### src/rtl/core/assert_macros.svh
// Assertion macros shared by the extension list decoder RTL.
// Depends on nothing; included by the modules that carry checks.
`ifndef ASSERT_MACROS_SVH
`define ASSERT_MACROS_SVH
`ifndef SYNTHESIS
// Check a property at every rising clock edge outside of reset.
`define TLVD_ASSERT(label, clk, rst_n, prop) \
    label: assert property (@(posedge clk) disable iff (!rst_n) prop) \
        else $error("%m: check failed");
// Check a property at every rising clock edge, reset included.
`define TLVD_ASSERT_ALWAYS(label, clk, prop) \
    label: assert property (@(posedge clk) prop) \
        else $error("%m: check failed");
`else
`define TLVD_ASSERT(label, clk, rst_n, prop)
`define TLVD_ASSERT_ALWAYS(label, clk, prop)
`endif
`endif

### src/rtl/core/tlvd_pkg.sv
// Package of the extension list decoder: field widths, codes and the command
// format passed from the parser to the result stage. Depends on nothing.
`default_nettype none

package tlvd_pkg;

    localparam int MAX_COUNT_DEF   = 16;
    localparam int MAX_BODY_DEF    = 256;
    localparam int QUEUE_DEPTH_DEF = 4;

    localparam int TYPE_W  = 16;
    localparam int LEN_W   = 9;
    localparam int SLOT_W  = 4;
    localparam int BYTE_W  = 8;
    localparam int INDEX_W = 8;
    localparam int HDR_BYTES = 4;

    typedef enum logic [1:0] {
        KIND_HEADER = 2'd0,
        KIND_BODY   = 2'd1,
        KIND_OK     = 2'd2,
        KIND_ERROR  = 2'd3
    } tlvd_kind_t;

    typedef enum logic [1:0] {
        ERR_NONE    = 2'd0,
        ERR_SHORT   = 2'd1,
        ERR_TRUNC   = 2'd2,
        ERR_OVERRUN = 2'd3
    } tlvd_err_t;

    // One parsed input beat: an optional header or body record and an
    // optional status that follows it.
    typedef struct packed {
        logic               rec_valid;
        logic               rec_body;
        logic [TYPE_W-1:0]  ext_type;
        logic [LEN_W-1:0]   ext_length;
        logic [SLOT_W-1:0]  ext_slot;
        logic [BYTE_W-1:0]  body_byte;
        logic [INDEX_W-1:0] body_index;
        logic               stat_valid;
        tlvd_err_t          error_code;
    } tlvd_cmd_t;

endpackage

`default_nettype wire

### src/rtl/core/tlvd_if.sv
// Handshake channels of the extension list decoder: the byte stream and the
// result stream. Depends on tlvd_pkg.
`default_nettype none

interface tlvd_byte_if
    import tlvd_pkg::*;
();
    logic              valid;
    logic              ready;
    logic [BYTE_W-1:0] data_byte;
    logic              last_byte;

    modport source (output valid, output data_byte, output last_byte, input ready);
    modport sink (input valid, input data_byte, input last_byte, output ready);
endinterface

interface tlvd_result_if
    import tlvd_pkg::*;
();
    logic               valid;
    logic               ready;
    logic [1:0]         kind;
    logic [TYPE_W-1:0]  ext_type;
    logic [LEN_W-1:0]   ext_length;
    logic [SLOT_W-1:0]  ext_slot;
    logic [BYTE_W-1:0]  body_byte;
    logic [INDEX_W-1:0] body_index;
    logic [1:0]         error_code;
    logic               end_of_run;

    modport source (output valid, output kind, output ext_type, output ext_length,
                    output ext_slot, output body_byte, output body_index,
                    output error_code, output end_of_run, input ready);
    modport sink (input valid, input kind, input ext_type, input ext_length,
                  input ext_slot, input body_byte, input body_index,
                  input error_code, input end_of_run, output ready);
endinterface

`default_nettype wire

### src/rtl/core/tlvd_front.sv
// Parser of the extension list decoder: takes one byte per beat, tracks the
// list structure and emits one command per beat that yields results.
// Depends on tlvd_pkg, tlvd_if and assert_macros.svh.
`default_nettype none
`include "assert_macros.svh"

module tlvd_front
    import tlvd_pkg::*;
#(
    parameter int MAX_COUNT = MAX_COUNT_DEF,
    parameter int MAX_BODY  = MAX_BODY_DEF
) (
    input  wire logic  clk,
    input  wire logic  rst_n,
    tlvd_byte_if.sink  stream,
    input  wire logic  q_full,
    output logic       push,
    output tlvd_cmd_t  cmd
);

    localparam int KCW = $clog2(MAX_COUNT + 1);

    typedef enum logic [2:0] {
        PH_LEN_HI,
        PH_LEN_LO,
        PH_HDR,
        PH_BODY,
        PH_SKIP
    } phase_t;

    phase_t              phase_reg, phase_next;
    logic [15:0]         inner_len_reg, inner_len_next;
    logic [15:0]         inner_pos_reg, inner_pos_next;
    logic [31:0]         hdr_shift_reg, hdr_shift_next;
    logic [1:0]          hdr_cnt_reg, hdr_cnt_next;
    logic [15:0]         body_rem_reg, body_rem_next;
    logic [INDEX_W-1:0]  body_idx_reg, body_idx_next;
    logic                keep_reg, keep_next;
    logic [SLOT_W-1:0]   slot_reg, slot_next;
    logic [KCW-1:0]      kept_cnt_reg, kept_cnt_next;
    logic                overrun_reg, overrun_next;

    logic                fire;
    logic [7:0]          b;
    logic [31:0]         shift_in;
    logic [15:0]         pos_inc;
    logic [15:0]         room;
    logic [15:0]         hdr_len;
    logic [15:0]         full_len;
    logic                keep_hdr;

    assign stream.ready = !q_full;
    assign fire         = stream.valid && !q_full;
    assign b            = stream.data_byte;
    assign shift_in     = {hdr_shift_reg[23:0], b};
    assign pos_inc      = inner_pos_reg + 16'd1;
    assign room         = inner_len_reg - pos_inc;
    assign hdr_len      = shift_in[15:0];
    assign full_len     = {inner_len_reg[15:8], b};
    assign keep_hdr     = (hdr_len <= 16'(MAX_BODY)) && (kept_cnt_reg < KCW'(MAX_COUNT));

    always_comb
    begin
        phase_next     = phase_reg;
        inner_len_next = inner_len_reg;
        inner_pos_next = inner_pos_reg;
        hdr_shift_next = hdr_shift_reg;
        hdr_cnt_next   = hdr_cnt_reg;
        body_rem_next  = body_rem_reg;
        body_idx_next  = body_idx_reg;
        keep_next      = keep_reg;
        slot_next      = slot_reg;
        kept_cnt_next  = kept_cnt_reg;
        overrun_next   = overrun_reg;
        cmd            = '0;
        cmd.error_code = ERR_NONE;

        unique case (phase_reg)
            PH_LEN_HI:
            begin
                inner_len_next = {b, 8'h00};
                phase_next     = PH_LEN_LO;
            end
            PH_LEN_LO:
            begin
                inner_len_next = full_len;
                inner_pos_next = '0;
                hdr_cnt_next   = '0;
                hdr_shift_next = '0;
                phase_next     = (full_len >= 16'(HDR_BYTES)) ? PH_HDR : PH_SKIP;
            end
            PH_HDR:
            begin
                inner_pos_next = pos_inc;
                hdr_shift_next = shift_in;
                hdr_cnt_next   = hdr_cnt_reg + 2'd1;
                if (hdr_cnt_reg == 2'(HDR_BYTES - 1))
                begin
                    if ({1'b0, pos_inc} + {1'b0, hdr_len} > {1'b0, inner_len_reg})
                    begin
                        overrun_next = 1'b1;
                        phase_next   = PH_SKIP;
                    end
                    else
                    begin
                        keep_next     = keep_hdr;
                        body_rem_next = hdr_len;
                        body_idx_next = '0;
                        if (keep_hdr)
                        begin
                            cmd.rec_valid  = 1'b1;
                            cmd.rec_body   = 1'b0;
                            cmd.ext_type   = shift_in[31:16];
                            cmd.ext_length = hdr_len[LEN_W-1:0];
                            cmd.ext_slot   = SLOT_W'(kept_cnt_reg);
                            slot_next      = SLOT_W'(kept_cnt_reg);
                            kept_cnt_next  = kept_cnt_reg + KCW'(1);
                        end
                        if (hdr_len != 16'd0)
                            phase_next = PH_BODY;
                        else
                        begin
                            hdr_shift_next = '0;
                            phase_next = (room >= 16'(HDR_BYTES)) ? PH_HDR : PH_SKIP;
                        end
                    end
                end
            end
            PH_BODY:
            begin
                inner_pos_next = pos_inc;
                body_rem_next  = body_rem_reg - 16'd1;
                body_idx_next  = body_idx_reg + INDEX_W'(1);
                if (keep_reg)
                begin
                    cmd.rec_valid  = 1'b1;
                    cmd.rec_body   = 1'b1;
                    cmd.ext_type   = hdr_shift_reg[31:16];
                    cmd.ext_length = hdr_shift_reg[LEN_W-1:0];
                    cmd.ext_slot   = slot_reg;
                    cmd.body_byte  = b;
                    cmd.body_index = body_idx_reg;
                end
                if (body_rem_reg == 16'd1)
                begin
                    hdr_cnt_next   = '0;
                    hdr_shift_next = '0;
                    phase_next = (room >= 16'(HDR_BYTES)) ? PH_HDR : PH_SKIP;
                end
            end
            PH_SKIP:
            begin
                if (inner_pos_reg < inner_len_reg)
                    inner_pos_next = pos_inc;
            end
            default:
            begin
                phase_next = PH_LEN_HI;
            end
        endcase

        if (stream.last_byte)
        begin
            cmd.stat_valid = 1'b1;
            priority if (phase_reg == PH_LEN_HI)
                cmd.error_code = ERR_SHORT;
            else if (inner_pos_next < inner_len_next)
                cmd.error_code = ERR_TRUNC;
            else if (overrun_next)
                cmd.error_code = ERR_OVERRUN;
            else
                cmd.error_code = ERR_NONE;

            // The buffer is done: start over for the next one.
            phase_next     = PH_LEN_HI;
            inner_len_next = '0;
            inner_pos_next = '0;
            hdr_shift_next = '0;
            hdr_cnt_next   = '0;
            body_rem_next  = '0;
            body_idx_next  = '0;
            keep_next      = 1'b0;
            kept_cnt_next  = '0;
            overrun_next   = 1'b0;
        end
    end

    assign push = fire && (cmd.rec_valid || cmd.stat_valid);

    always_ff @(posedge clk or negedge rst_n)
    begin
        if (!rst_n)
        begin
            phase_reg     <= PH_LEN_HI;
            inner_len_reg <= '0;
            inner_pos_reg <= '0;
            hdr_shift_reg <= '0;
            hdr_cnt_reg   <= '0;
            body_rem_reg  <= '0;
            body_idx_reg  <= '0;
            keep_reg      <= 1'b0;
            slot_reg      <= '0;
            kept_cnt_reg  <= '0;
            overrun_reg   <= 1'b0;
        end
        else if (fire)
        begin
            phase_reg     <= phase_next;
            inner_len_reg <= inner_len_next;
            inner_pos_reg <= inner_pos_next;
            hdr_shift_reg <= hdr_shift_next;
            hdr_cnt_reg   <= hdr_cnt_next;
            body_rem_reg  <= body_rem_next;
            body_idx_reg  <= body_idx_next;
            keep_reg      <= keep_next;
            slot_reg      <= slot_next;
            kept_cnt_reg  <= kept_cnt_next;
            overrun_reg   <= overrun_next;
        end
    end

    // The kept counter saturates at the configured limit.
    `TLVD_ASSERT(a_kept_bound, clk, rst_n, kept_cnt_reg <= KCW'(MAX_COUNT))
    // Parsing never advances past the end of the declared inner region.
    `TLVD_ASSERT(a_pos_bound, clk, rst_n, inner_pos_reg <= inner_len_reg)
    // A body beat is only ever in flight while a body is being read.
    `TLVD_ASSERT(a_body_phase, clk, rst_n, (phase_reg == PH_BODY) |-> (body_rem_reg != 16'd0))

endmodule

`default_nettype wire

### src/rtl/core/tlvd_queue.sv
// Short command queue between the parser and the result stage.
// Depends on tlvd_pkg and assert_macros.svh.
`default_nettype none
`include "assert_macros.svh"

module tlvd_queue
    import tlvd_pkg::*;
#(
    parameter int DEPTH = QUEUE_DEPTH_DEF
) (
    input  wire logic       clk,
    input  wire logic       rst_n,
    input  wire logic       push,
    input  wire tlvd_cmd_t  wr_cmd,
    input  wire logic       pop,
    output tlvd_cmd_t       head,
    output logic            full,
    output logic            empty
);

    localparam int PTR_W = $clog2(DEPTH);
    localparam int CNT_W = $clog2(DEPTH + 1);

    tlvd_cmd_t           slots [DEPTH];
    logic [PTR_W-1:0]    wr_ptr_reg, rd_ptr_reg;
    logic [CNT_W-1:0]    count_reg;

    assign full  = (count_reg == CNT_W'(DEPTH));
    assign empty = (count_reg == '0);
    assign head  = slots[rd_ptr_reg];

    always_ff @(posedge clk)
    begin
        if (push)
            slots[wr_ptr_reg] <= wr_cmd;
    end

    always_ff @(posedge clk or negedge rst_n)
    begin
        if (!rst_n)
        begin
            wr_ptr_reg <= '0;
            rd_ptr_reg <= '0;
            count_reg  <= '0;
        end
        else
        begin
            if (push)
                wr_ptr_reg <= (wr_ptr_reg == PTR_W'(DEPTH - 1)) ? '0 : wr_ptr_reg + PTR_W'(1);
            if (pop)
                rd_ptr_reg <= (rd_ptr_reg == PTR_W'(DEPTH - 1)) ? '0 : rd_ptr_reg + PTR_W'(1);
            if (push && !pop)
                count_reg <= count_reg + CNT_W'(1);
            else if (pop && !push)
                count_reg <= count_reg - CNT_W'(1);
        end
    end

    // Neither side may act on the queue in a state that forbids it.
    `TLVD_ASSERT(a_no_overflow, clk, rst_n, !(push && full))
    `TLVD_ASSERT(a_no_underflow, clk, rst_n, !(pop && empty))

endmodule

`default_nettype wire

### src/rtl/core/tlvd_back.sv
// Result stage of the extension list decoder: expands each queued command into
// one or two result beats held in an output register.
// Depends on tlvd_pkg, tlvd_if and assert_macros.svh.
`default_nettype none
`include "assert_macros.svh"

module tlvd_back
    import tlvd_pkg::*;
(
    input  wire logic        clk,
    input  wire logic        rst_n,
    input  wire tlvd_cmd_t   head,
    input  wire logic        empty,
    output logic             pop,
    tlvd_result_if.source    results
);

    logic                out_valid_reg;
    tlvd_kind_t          kind_reg, kind_next;
    logic [TYPE_W-1:0]   type_reg, type_next;
    logic [LEN_W-1:0]    length_reg, length_next;
    logic [SLOT_W-1:0]   slot_reg, slot_next;
    logic [BYTE_W-1:0]   byte_reg, byte_next;
    logic [INDEX_W-1:0]  index_reg, index_next;
    tlvd_err_t           err_reg, err_next;
    logic                eor_reg, eor_next;
    logic                second_reg, second_next;
    logic                load;
    logic                take;
    logic                emit_rec;

    assign load     = !out_valid_reg || results.ready;
    assign take     = load && !empty;
    assign emit_rec = head.rec_valid && !second_reg;

    always_comb
    begin
        kind_next   = KIND_OK;
        type_next   = '0;
        length_next = '0;
        slot_next   = '0;
        byte_next   = '0;
        index_next  = '0;
        err_next    = ERR_NONE;
        eor_next    = 1'b1;
        second_next = second_reg;
        pop         = 1'b0;
        if (emit_rec)
        begin
            kind_next   = head.rec_body ? KIND_BODY : KIND_HEADER;
            type_next   = head.ext_type;
            length_next = head.ext_length;
            slot_next   = head.ext_slot;
            byte_next   = head.body_byte;
            index_next  = head.body_index;
            eor_next    = !head.stat_valid;
            if (take)
            begin
                second_next = head.stat_valid;
                pop         = !head.stat_valid;
            end
        end
        else
        begin
            kind_next = (head.error_code == ERR_NONE) ? KIND_OK : KIND_ERROR;
            err_next  = head.error_code;
            if (take)
            begin
                second_next = 1'b0;
                pop         = 1'b1;
            end
        end
    end

    always_ff @(posedge clk or negedge rst_n)
    begin
        if (!rst_n)
        begin
            out_valid_reg <= 1'b0;
            second_reg    <= 1'b0;
        end
        else if (load)
        begin
            out_valid_reg <= !empty;
            second_reg    <= second_next;
        end
    end

    always_ff @(posedge clk)
    begin
        if (take)
        begin
            kind_reg   <= kind_next;
            type_reg   <= type_next;
            length_reg <= length_next;
            slot_reg   <= slot_next;
            byte_reg   <= byte_next;
            index_reg  <= index_next;
            err_reg    <= err_next;
            eor_reg    <= eor_next;
        end
    end

    assign results.valid      = out_valid_reg;
    assign results.kind       = kind_reg;
    assign results.ext_type   = type_reg;
    assign results.ext_length = length_reg;
    assign results.ext_slot   = slot_reg;
    assign results.body_byte  = byte_reg;
    assign results.body_index = index_reg;
    assign results.error_code = err_reg;
    assign results.end_of_run = eor_reg;

    // A pending status half always has its command still at the queue head.
    `TLVD_ASSERT(a_second_has_head, clk, rst_n, second_reg |-> !empty)
    // A status beat always closes the run of its input beat.
    `TLVD_ASSERT(a_status_ends, clk, rst_n, (out_valid_reg && (kind_reg == KIND_OK || kind_reg == KIND_ERROR)) |-> eor_reg)

endmodule

`default_nettype wire

### src/rtl/core/tlv_extension_list_decoder.sv
// A result beat passes through the command queue, then the output register.
// Throughput: one byte per cycle while the queue has room; results leave at
// one per cycle while the receiver is ready, so a byte that yields a header or
// body result and a status takes two output beats, absorbed by the queue.
// Reset: rst_n is asynchronous, active low; it empties the queue and the
// output register and returns the parser to the first length byte.
`default_nettype none

module tlv_extension_list_decoder
    import tlvd_pkg::*;
#(
    parameter int MAX_COUNT   = MAX_COUNT_DEF,
    parameter int MAX_BODY    = MAX_BODY_DEF,
    parameter int QUEUE_DEPTH = QUEUE_DEPTH_DEF
) (
    input  wire logic      clk,
    input  wire logic      rst_n,
    tlvd_byte_if.sink      stream,
    tlvd_result_if.source  results
);

    // The parser turns each accepted byte into at most one command. Bytes
    // of the length prefix, of skipped extensions and past the inner region
    // produce no command unless they are the last byte of the buffer.
    tlvd_cmd_t  wr_cmd;
    tlvd_cmd_t  head;
    logic       push;
    logic       pop;
    logic       q_full;
    logic       q_empty;

    tlvd_front #(
        .MAX_COUNT (MAX_COUNT),
        .MAX_BODY  (MAX_BODY)
    ) u_front (
        .clk    (clk),
        .rst_n  (rst_n),
        .stream (stream),
        .q_full (q_full),
        .push   (push),
        .cmd    (wr_cmd)
    );

    // The queue lets the parser keep taking bytes while the output side is
    // stalled or busy with the second beat of a two-result command.
    tlvd_queue #(
        .DEPTH (QUEUE_DEPTH)
    ) u_queue (
        .clk    (clk),
        .rst_n  (rst_n),
        .push   (push),
        .wr_cmd (wr_cmd),
        .pop    (pop),
        .head   (head),
        .full   (q_full),
        .empty  (q_empty)
    );

    // The result stage emits the record first and the status second, with
    // end_of_run on the final beat for each input byte.
    tlvd_back u_back (
        .clk     (clk),
        .rst_n   (rst_n),
        .head    (head),
        .empty   (q_empty),
        .pop     (pop),
        .results (results)
    );

endmodule

`default_nettype wire
### src/flat_wrapper.sv
// flat-port wrapper written by rule: the top's interface ports become plain ports
module tlv_extension_list_decoder_flat import tlvd_pkg::*;
#(
    parameter int MAX_COUNT   = MAX_COUNT_DEF,
    parameter int MAX_BODY    = MAX_BODY_DEF,
    parameter int QUEUE_DEPTH = QUEUE_DEPTH_DEF
)
  (clk, rst_n, stream_valid, stream_data_byte, stream_last_byte, stream_ready, results_valid, results_kind, results_ext_type, results_ext_length, results_ext_slot, results_body_byte, results_body_index, results_error_code, results_end_of_run, results_ready);
  tlvd_byte_if stream_i ();
  tlvd_result_if results_i ();
  input  wire logic clk;
  input  wire logic rst_n;
  input wire logic [$bits(stream_i.valid)-1:0] stream_valid;
  input wire logic [$bits(stream_i.data_byte)-1:0] stream_data_byte;
  input wire logic [$bits(stream_i.last_byte)-1:0] stream_last_byte;
  output wire logic [$bits(stream_i.ready)-1:0] stream_ready;
  output wire logic [$bits(results_i.valid)-1:0] results_valid;
  output wire logic [$bits(results_i.kind)-1:0] results_kind;
  output wire logic [$bits(results_i.ext_type)-1:0] results_ext_type;
  output wire logic [$bits(results_i.ext_length)-1:0] results_ext_length;
  output wire logic [$bits(results_i.ext_slot)-1:0] results_ext_slot;
  output wire logic [$bits(results_i.body_byte)-1:0] results_body_byte;
  output wire logic [$bits(results_i.body_index)-1:0] results_body_index;
  output wire logic [$bits(results_i.error_code)-1:0] results_error_code;
  output wire logic [$bits(results_i.end_of_run)-1:0] results_end_of_run;
  input wire logic [$bits(results_i.ready)-1:0] results_ready;
  assign stream_i.valid = stream_valid;
  assign stream_i.data_byte = stream_data_byte;
  assign stream_i.last_byte = stream_last_byte;
  assign stream_ready = stream_i.ready;
  assign results_valid = results_i.valid;
  assign results_kind = results_i.kind;
  assign results_ext_type = results_i.ext_type;
  assign results_ext_length = results_i.ext_length;
  assign results_ext_slot = results_i.ext_slot;
  assign results_body_byte = results_i.body_byte;
  assign results_body_index = results_i.body_index;
  assign results_error_code = results_i.error_code;
  assign results_end_of_run = results_i.end_of_run;
  assign results_i.ready = results_ready;
  tlv_extension_list_decoder #(.MAX_COUNT(MAX_COUNT), .MAX_BODY(MAX_BODY), .QUEUE_DEPTH(QUEUE_DEPTH)) u_core (.clk(clk), .rst_n(rst_n), .stream(stream_i), .results(results_i));
endmodule
### config.mk
export PLATFORM = sky130hd
export DESIGN_NAME = tlv_extension_list_decoder_flat
export DESIGN_NICKNAME = d
export VERILOG_FILES = /design/src/rtl/core/tlvd_pkg.sv /design/src/rtl/core/tlvd_if.sv /design/src/rtl/core/tlvd_front.sv /design/src/rtl/core/tlvd_queue.sv /design/src/rtl/core/tlvd_back.sv /design/src/rtl/core/tlv_extension_list_decoder.sv /design/src/flat_wrapper.sv
export VERILOG_INCLUDE_DIRS = /design/src /design/src/rtl/core
export SDC_FILE = /design/constraint.sdc
export NUM_CORES = 1
export LEC_CHECK = 0
export BUFFER_PORTS_ARGS = -buffer_cell sky130_fd_sc_hd__buf_4
export CAP_MARGIN = 15
export CORE_MARGIN = 2
export CORE_UTILIZATION = 60
export CTS_CLUSTER_DIAMETER = 30
export DETAILED_ROUTE_END_ITERATION = 7
export PLACE_DENSITY = 0.79
export SLEW_MARGIN = 20
export SYNTH_ARGS = -nofsm -noshare
export SYNTH_HDL_FRONTEND = slang
export SYNTH_HIERARCHICAL = 1
export SYNTH_SLANG_ARGS = --single-unit
### constraint.sdc
create_clock -name clk -period 8.3 [get_ports clk]
set_input_delay 2.075 -clock clk [delete_from_list [all_inputs] [get_ports clk]]
set_output_delay 2.075 -clock clk [all_outputs]
set_load 0.02 [all_outputs]
Word level (Yosys, flattened, before mapping)
Memories as Yosys holds them, arrays and structs flattened.
Index checks and enable logic that the tools add are counted.
{"block": "op_classes", "n_addsub": 11, "order_cmp": 7, "n_eq_ne": 14, "mux": 68, "n_bitwise": 1, "reduce_logical": 34}
{"cell": "2-to-1 mux 32 bit", "n": 5}
{"cell": "2-to-1 mux 16 bit", "n": 7}
{"cell": "case mux 32 bit (3 select lines)", "n": 1}
{"cell": "2-to-1 mux 31 bit", "n": 3}
{"cell": "case mux 16 bit (2 select lines)", "n": 2}
{"cell": "case mux 31 bit (2 select lines)", "n": 1}
{"cell": "case mux 16 bit (3 select lines)", "n": 1}
{"cell": "2-to-1 mux 47 bit", "n": 1}
{"cell": ">= comparator 16 x 3 -> 1 bit (second input constant)", "n": 2}
{"cell": "less-than comparator 16 bit", "n": 2}
{"cell": "2-to-1 mux 3 bit", "n": 10}
{"cell": "2-to-1 mux 5 bit", "n": 5}
{"cell": "2-to-1 mux 8 bit", "n": 3}
{"cell": "2-to-1 mux 1 bit", "n": 18}
{"cell": "adder 16 x 16 -> 17 bit", "n": 1}
{"cell": "greater-than comparator 17 x 16 -> 1 bit", "n": 1}
{"cell": "adder 16 x 1 -> 16 bit (second input constant)", "n": 1}
{"cell": "== test 16 x 1 -> 1 bit (second input constant)", "n": 1}
{"cell": "<= comparator 16 x 9 -> 1 bit (second input constant)", "n": 1}
{"cell": "2-to-1 mux 2 bit", "n": 8}
{"cell": "case mux 8 bit (2 select lines)", "n": 1}
{"cell": "nonzero test 16 bit", "n": 1}
{"cell": "subtractor 16 x 1 -> 16 bit (second input constant)", "n": 1}
{"cell": "subtractor 16 bit", "n": 1}
{"cell": "other kinds (28)", "n": 57}
{"block": "totals", "reg_bits": 163, "ramBits": 200, "inputBits": 13, "n_memories": 1}
{"memory": "u_core.u_queue.slots", "depth": 4, "word_bits": 50, "read_ports": 1, "rd_ports_with_merged_regs": 0, "wr": 1, "line": "tlvd_queue.sv:24", "text": "tlvd_cmd_t slots [DEPTH];"}

Depth between registers and ports, before layout
Gate-level depths: netlist of run 1.
{"block": "depth", "word_depth": 16, "mapped_depth": 31, "ltp_nobuf": 30}

Cells and area by module
Netlist of run 1, hierarchy kept.
{"module": "tlvd_front", "instances": 1, "cells_each": 969, "area_per_inst_um2": 8438.1}
{"module": "tlvd_queue", "instances": 1, "cells_each": 299, "area_per_inst_um2": 7691.1}
{"module": "tlvd_back", "instances": 1, "cells_each": 117, "area_per_inst_um2": 1945.6}

Least setup slack after synthesis of run 1
No wires, ideal clock.
{"block": "synth_timing", "kind": "input to register", "from": "input stream_data_byte[0]", "to": "memory u_core/u_queue/slots[1][0] (netlist bit) (enable)", "setup_time_ns": 0.413, "arrival_time_ns": 6.909, "t_required_ns": 7.887, "slack_ns": 0.979, "path_stages": 17, "cell_sequence": "ha_1 -> fa_1 -> nand3_1 -> nand2_1 -> a31oi_1 -> xnor2_1 -> ha_1 -> a21o_1 -> a221o_1 -> a2111oi_2 -> o211ai_1 -> a222oi_1 -> and3_1 -> buf_2 -> or2_2 -> o21a_1 -> and2_1"}
{"element": "start, declared", "line": "flat_wrapper.sv:14", "text": "input wire logic [$bits(stream_i.data_byte)-1:0] stream_data_byte;"}
{"element": "end, declared", "line": "tlvd_queue.sv:24"}

==> results of run 1 <==
## where the power goes
part	internal, W	leakage (nW)	switching, W
clock	0.00194	1.19	0.000973
combinational	0.00106	3.62	0.00154
sequential	0.00231	3.98	0.000251
total	0.00532	8.79	0.00276
## routing by layer
metal | vias up | track usage (%) | wire, um
met3 | 150 | 5.01 | 3320
met2 | 697 | 51.6 | 23500
met4 | 0 | 13.1 | 1990
met1 | 6248 | 37.9 | 17600
met5 | - | 0 | 0
li1 | 5526 | - | -
## per-stage QoR
stage                     worst slack (ns)  instances  power, W  instance area, sq um
final                                 1.71       1909   0.00808                 21400
after floorplan                      0.979       1385   0.00437                 18100
after CTS                             1.75       1908   0.00808                 21400
after detailed placement              1.22       1786   0.00512                 18900
after global routing                  1.37       1909   0.00845                 21400
after global placement                1.31       1786   0.00505                 18900
## kinds of logic (layout without fill, tap and decap cells)
| kind of cell | after synthesis | count (layout) | share of synthesized area (%) |
|---|---|---|---|
| and+or+nand+nor | 331 | 331 | 9.86 |
| xor gates and xnor gates | 33 | 33 | 1.60 |
| buffers and inverters | 133 | 267 | 3.36 |
| AOI/OAI and AO/OA | 356 | 356 | 13.6 |
| DFF | 363 | 363 | 57.2 |
| adders and majority gates | 98 | 98 | 6.91 |
| muxes | 71 | 71 | 7.49 |
## synthesized netlist by cell type (6+ instances only)
library cell	instances
edfxtp_1	250
dfrtp_1	113
ha_1	95
o21ai_0	80
a22o_1	76
and2_1	75
nor2_1	61
inv_1	58
clkbuf_1	53
mux4_2	48
a21oi_1	46
nand2_1	45
nand3_1	30
nor3_1	26
a21o_1	22
o22ai_1	19
xnor2_1	18
o21a_1	17
and3_1	16
a31oi_1	15
o31ai_1	15
xor2_1	15
a22oi_1	14
mux2i_1	13
nor2b_1	12
nor4_1	11
buf_2	10
nand4_1	10
o211ai_1	10
nand2b_1	9
mux2_2	8
or3_1	7
a211oi_1	6
or2_2	6
## worst min-delay path by stage
stage	slack, ns	start	endpoint	depth (start not counted)
after floorplan	0.45	u_core/u_front/hdr_cnt_reg[1]	u_core/u_front/hdr_cnt_reg[1]	2
after detailed placement	0.48	u_core/u_queue/count_reg[2]	u_core/u_queue/count_reg[2]	1
after CTS	0.50	u_core/u_queue/count_reg[2]	u_core/u_queue/count_reg[2]	1
final	0.49	u_core/u_queue/count_reg[2]	u_core/u_queue/count_reg[2]	1
after global placement	0.47	u_core/u_front/hdr_cnt_reg[1]	u_core/u_front/hdr_cnt_reg[1]	2
after global routing	0.52	u_core/u_queue/count_reg[2]	u_core/u_queue/count_reg[2]	1
## final cells by class
type	count	area, sq um
clock buffer	78	1820
clock inverter	44	628
fill	1876	8270
inverter	58	218
multi-input combinational	889	7170
sequential	363	10300
tap	390	488
timing repair buffer	87	707
## worst max-delay path: cells and delay by family
family                   cells  cell delay (ns)
AND/OR/NAND/NOR              9             1.51
adder cells (fa/ha/maj)      5             1.54
buffers and inverters        3             0.45
XOR/XNOR                     3             0.39
AO/OA/AOI/OAI                6             1.09
==> results.cfg, run 1 <==
[clock_tree]
post_cts_buffers = 0
clockBufferDepth = 3
cts-root-buf = clkbuf_16
cts_tree = done
cts.clk_slew.worst_paths_ns = 0.04
cts.sinks = 363
cts-htree-levels = 3
cts_made_buffers = 66
postCtsHoldBufs = 0
clock_latency_ns = 0.56
cts_resized = 0

[timing]
fin_hold_ws_ns = 0.493
tns_ns = 0
hold_viol = 0
fin_worst_skew_ns = 0.0194
rsz0062_at_grt = false
period_share_pct = 79.5
fin_crit_ns = 6.59
setup_violations = 0
slew_violations = 0
worst_pin_slew_ns = 1.07
fmax_mhz = 152
relSlewSlack_pct = 28.7

[pwr]
peakVddDrop_mv = 0.175
power.density_nw_per_um2 = 378
power_leakage_nw = 8.79

[layout]
fin_util_pct = 72.1
nNetsFinal = 1576
largest_reg_flops = 200
syn_to_final_growth_pct = 18.2
antenna_cells = 0
drive_gt1_share_pct = 18.6
layout.cells.most_common_list = edfxtp_1 (250), dfrtp_1 (111), ha_1 (95)
mostFrequentLayoutCell = edfxtp_1

[setup_path]
worstPathMaxFanout = 10
worst-setup-path-type = in -> reg
r2r-end = u_core/u_queue/count_reg[2]
startpoint = stream_data_byte[0]
regToRegSetupSlack_ns = 1.82
max_stage_delay_ns = 0.41
reg2reg_from = u_core/u_front/inner_pos_reg[0]
crit_path_end_kind = flop
crit_slowest_cell = fa_1
critPathCapture = u_core/u_queue/count_reg[2]
timing.critical_path.mode_cell = nor2_1
start_kind = primary input
rr_worst_depth = 30
cp.arrival_ns = 7.06
crit_required_ns = 8.77

[drt]
drtPass1Iterations = 7
vias_per_cell = 6.61
num_vias = 12600
drtAntennaViolNets = 0
wl_per_cell_um = 24.3
drtIter0Drc = 1432
drc = 0
routed_wl_um = 46500

[global_routing]
grt_max_degree = 83
grt_antenna_before_repair = 0
grt_usage_pct = 30.1
grt_pass1_vias = 12700
grt_pass1_wl_um = 72200
grt-ovfl-total = 0

[floorplanning]
die_area_sq_um = 31500
fp.dieW_um = 178
core_region_area_sq_um = 29600
rows = 63
initial_utilization_pct = 61.0
pin_count = 65
fp.dieH_um = 178

[synthesis]
synth_nets = 1496
yosysUniqueCellTypes = 77
syn_area_sq_um = 18100
synth-seq-area-share_pct = 57.2
yosys.area.top_type = edfxtp_1
synthArstFlopShare_pct = 31.1
synth_warnings = 6
yosys.area.top_type_share_pct = 41.5
synthCells = 1385
synth_edf_count = 250
synth_area_leaders = edfxtp_1 (42%), dfrtp_1 (16%), ha_1 (6.6%)
synthFlopType = edfxtp_1
synth_seq_cells = 363
postSynthAreaPerCell_sq_um = 13.1

[place]
io_buffers = 64
gp_congestion = 0.971
hpwlAfterDp_um = 28400

[run]
drv_cap = 0

[worst_hold_path]
hold_class = reg -> reg

[run_status]
status = completed
No activity file was read; power rests on OpenSTA's default activity.
==> inputs of run 2 (changes only) <==
==> constraint.sdc (replaced) <==
create_clock -name clk -period 6.55 [get_ports clk]
set_input_delay 1.6375 -clock clk [delete_from_list [all_inputs] [get_ports clk]]
set_output_delay 1.6375 -clock clk [all_outputs]
set_load 0.02 [all_outputs]
==> results.cfg, run 2 (synthesis results as in run 1) <==
[drt]
top_layer = met4
drtPass1Iterations = 6
drtIter0Drc = 1527
wl_met1_um = 18400
drc = 0
wl_met2_um = 24500
drtAntennaViolNets = 0
wl_per_cell_um = 25.4
routed_wl_um = 49200
wl_met3_um = 4130
vias_per_cell = 6.59
num_vias = 12800

[setup_path]
crit_path_end_kind = flop
worst-setup-path-type = reg -> reg
start_kind = flop
worstPathMaxFanout = 8
cp.arrival_ns = 6.68
crit_required_ns = 7.05

[timing]
fmax_mhz = 162
fin_crit_ns = 6.18
rsz0062_at_grt = false
tns_ns = 0
worst_pin_slew_ns = 1.11
fin_worst_skew_ns = 0.0427
setup_violations = 0
relSlewSlack_pct = 25.6
hold_viol = 0
slew_violations = 0
fin_hold_ws_ns = 0.495
period_share_pct = 94.3

[clock_tree]
cts-htree-levels = 3
cts_tree = done
cts.sinks = 363
clockBufferDepth = 3
post_cts_buffers = 0
clock_latency_ns = 0.58
cts.clk_slew.worst_paths_ns = 0.05
cts_made_buffers = 72
cts-root-buf = clkbuf_16

[worst_hold_path]
hold_class = reg -> reg

[layout]
seq_area_sq_um = 10300
multi_input_area_sq_um = 7200
drive_gt1_share_pct = 19.9
fill_cells = 1855
layout.cells.most_common_list = edfxtp_1 (250), dfrtp_1 (111), buf_4 (95), ha_1 (95), o21ai_0 (79)
largest_reg_flops = 200
nNetsFinal = 1598
antenna_cells = 0
syn_to_final_growth_pct = 20.0
mostFrequentLayoutCell = edfxtp_1

[global_routing]
grt_max_degree = 63
grt-ovfl-total = 0
grt_pass1_wl_um = 76200
grt_pass1_vias = 13000
grt_antenna_before_repair = 0
grt_usage_pct = 32.2

[floorplanning]
die_area_sq_um = 31500
fp.dieH_um = 178
initial_utilization_pct = 61.0
core_region_area_sq_um = 29600
pin_count = 65
rows = 63
fp.dieW_um = 178

[place]
gp_congestion = 0.960
hpwlAfterDp_um = 30100
io_buffers = 64

[pwr]
power.density_nw_per_um2 = 484
power_leakage_nw = 8.95
peakVddDrop_mv = 0.255
power_w = 0.0105

[run]
drv_cap = 0

[run_status]
status = completed
run 2: report_power, final:
group | internal (W) | total (W) | switching [W]
Sequential | 0.00293 | 0.00320 | 0.000271
Combinational | 0.00140 | 0.00349 | 0.00208
Clock | 0.00256 | 0.00380 | 0.00125
run 2: per-layer routing:
layer / global-route usage [%] / vias to the layer above
met1: 41.4 / 6325
met4: 15.1 / 0
met3: 6.45 / 137
met5: 0 / -
li1: - / 5570
met2: 52.9 / 719
run 2: through the flow:
step	area (sq um)	setup slack, ns	std cells	utilization, %
4_1_cts	21600	0.234	1935	73.0
5_1_grt	21700	0.0223	1936	73.2
3_5_place_dp	19100	0.113	1802	64.3
3_3_place_gp	19100	0.207	1802	64.3
6_report	21700	0.374	1936	73.2
2_1_floorplan	18100	0.200	1385	-
run 2: final timing paths:
kind	startpoint	to	slack (ns)	depth (start not counted)
setup / recovery	u_core/u_front/inner_pos_reg[2]	u_core/u_queue/count_reg[2]	0.37	27
hold / removal	u_core/u_front/body_rem_reg[11]	u_core/u_front/body_rem_reg[11]	0.49	2
setup reg to reg	u_core/u_front/inner_pos_reg[2]	u_core/u_queue/count_reg[2]	0.37	27
hold reg to reg	u_core/u_front/body_rem_reg[11]	u_core/u_front/body_rem_reg[11]	0.49	2
max in group asynchronous	rst_n	u_core/u_front/hdr_shift_reg[5]	4.07	2
min in group asynchronous	rst_n	u_core/u_front/body_idx_reg[5]	1.18	1
run 2: worst max-delay path: stages (launching register included):
cell and delay, ns:
dfrtp_1 0.50, nand2_1 0.14, or3_1 0.42, nor2_1 0.36, xor2_2 0.32, ha_1 0.34
or2_2 0.31, a21oi_1 0.15, a31oi_1 0.09, a21o_1 0.21, a21oi_1 0.18, xnor2_1 0.11
ha_1 0.31, nand2_1 0.06, nor2_1 0.09, a31oi_1 0.09, or2_2 0.28, a222oi_1 0.32
buf_4 0.20, and3_1 0.18, or2_2 0.16, o21a_1 0.15, ha_1 0.22, inv_1 0.08
fa_1 0.37, xor2_1 0.16, nor2_1 0.14, xor2_1 0.16
run 2: repair_timing:
action                                  CTS  global route
endpoints found under the setup margin    0            62
hold endpoints to repair                  0             0
resized for setup                         0             5
hold buffers                              0             0
run 2: cell type report:
type | count | share of cell area (%)
inverters | 58 | 1.00
multi-input cells | 889 | 33.2
well taps | 390 | 2.25
clock buffers | 91 | 9.15
clock inverters | 42 | 2.67
repair buffers | 103 | 4.06
flip-flops and latches | 363 | 47.7
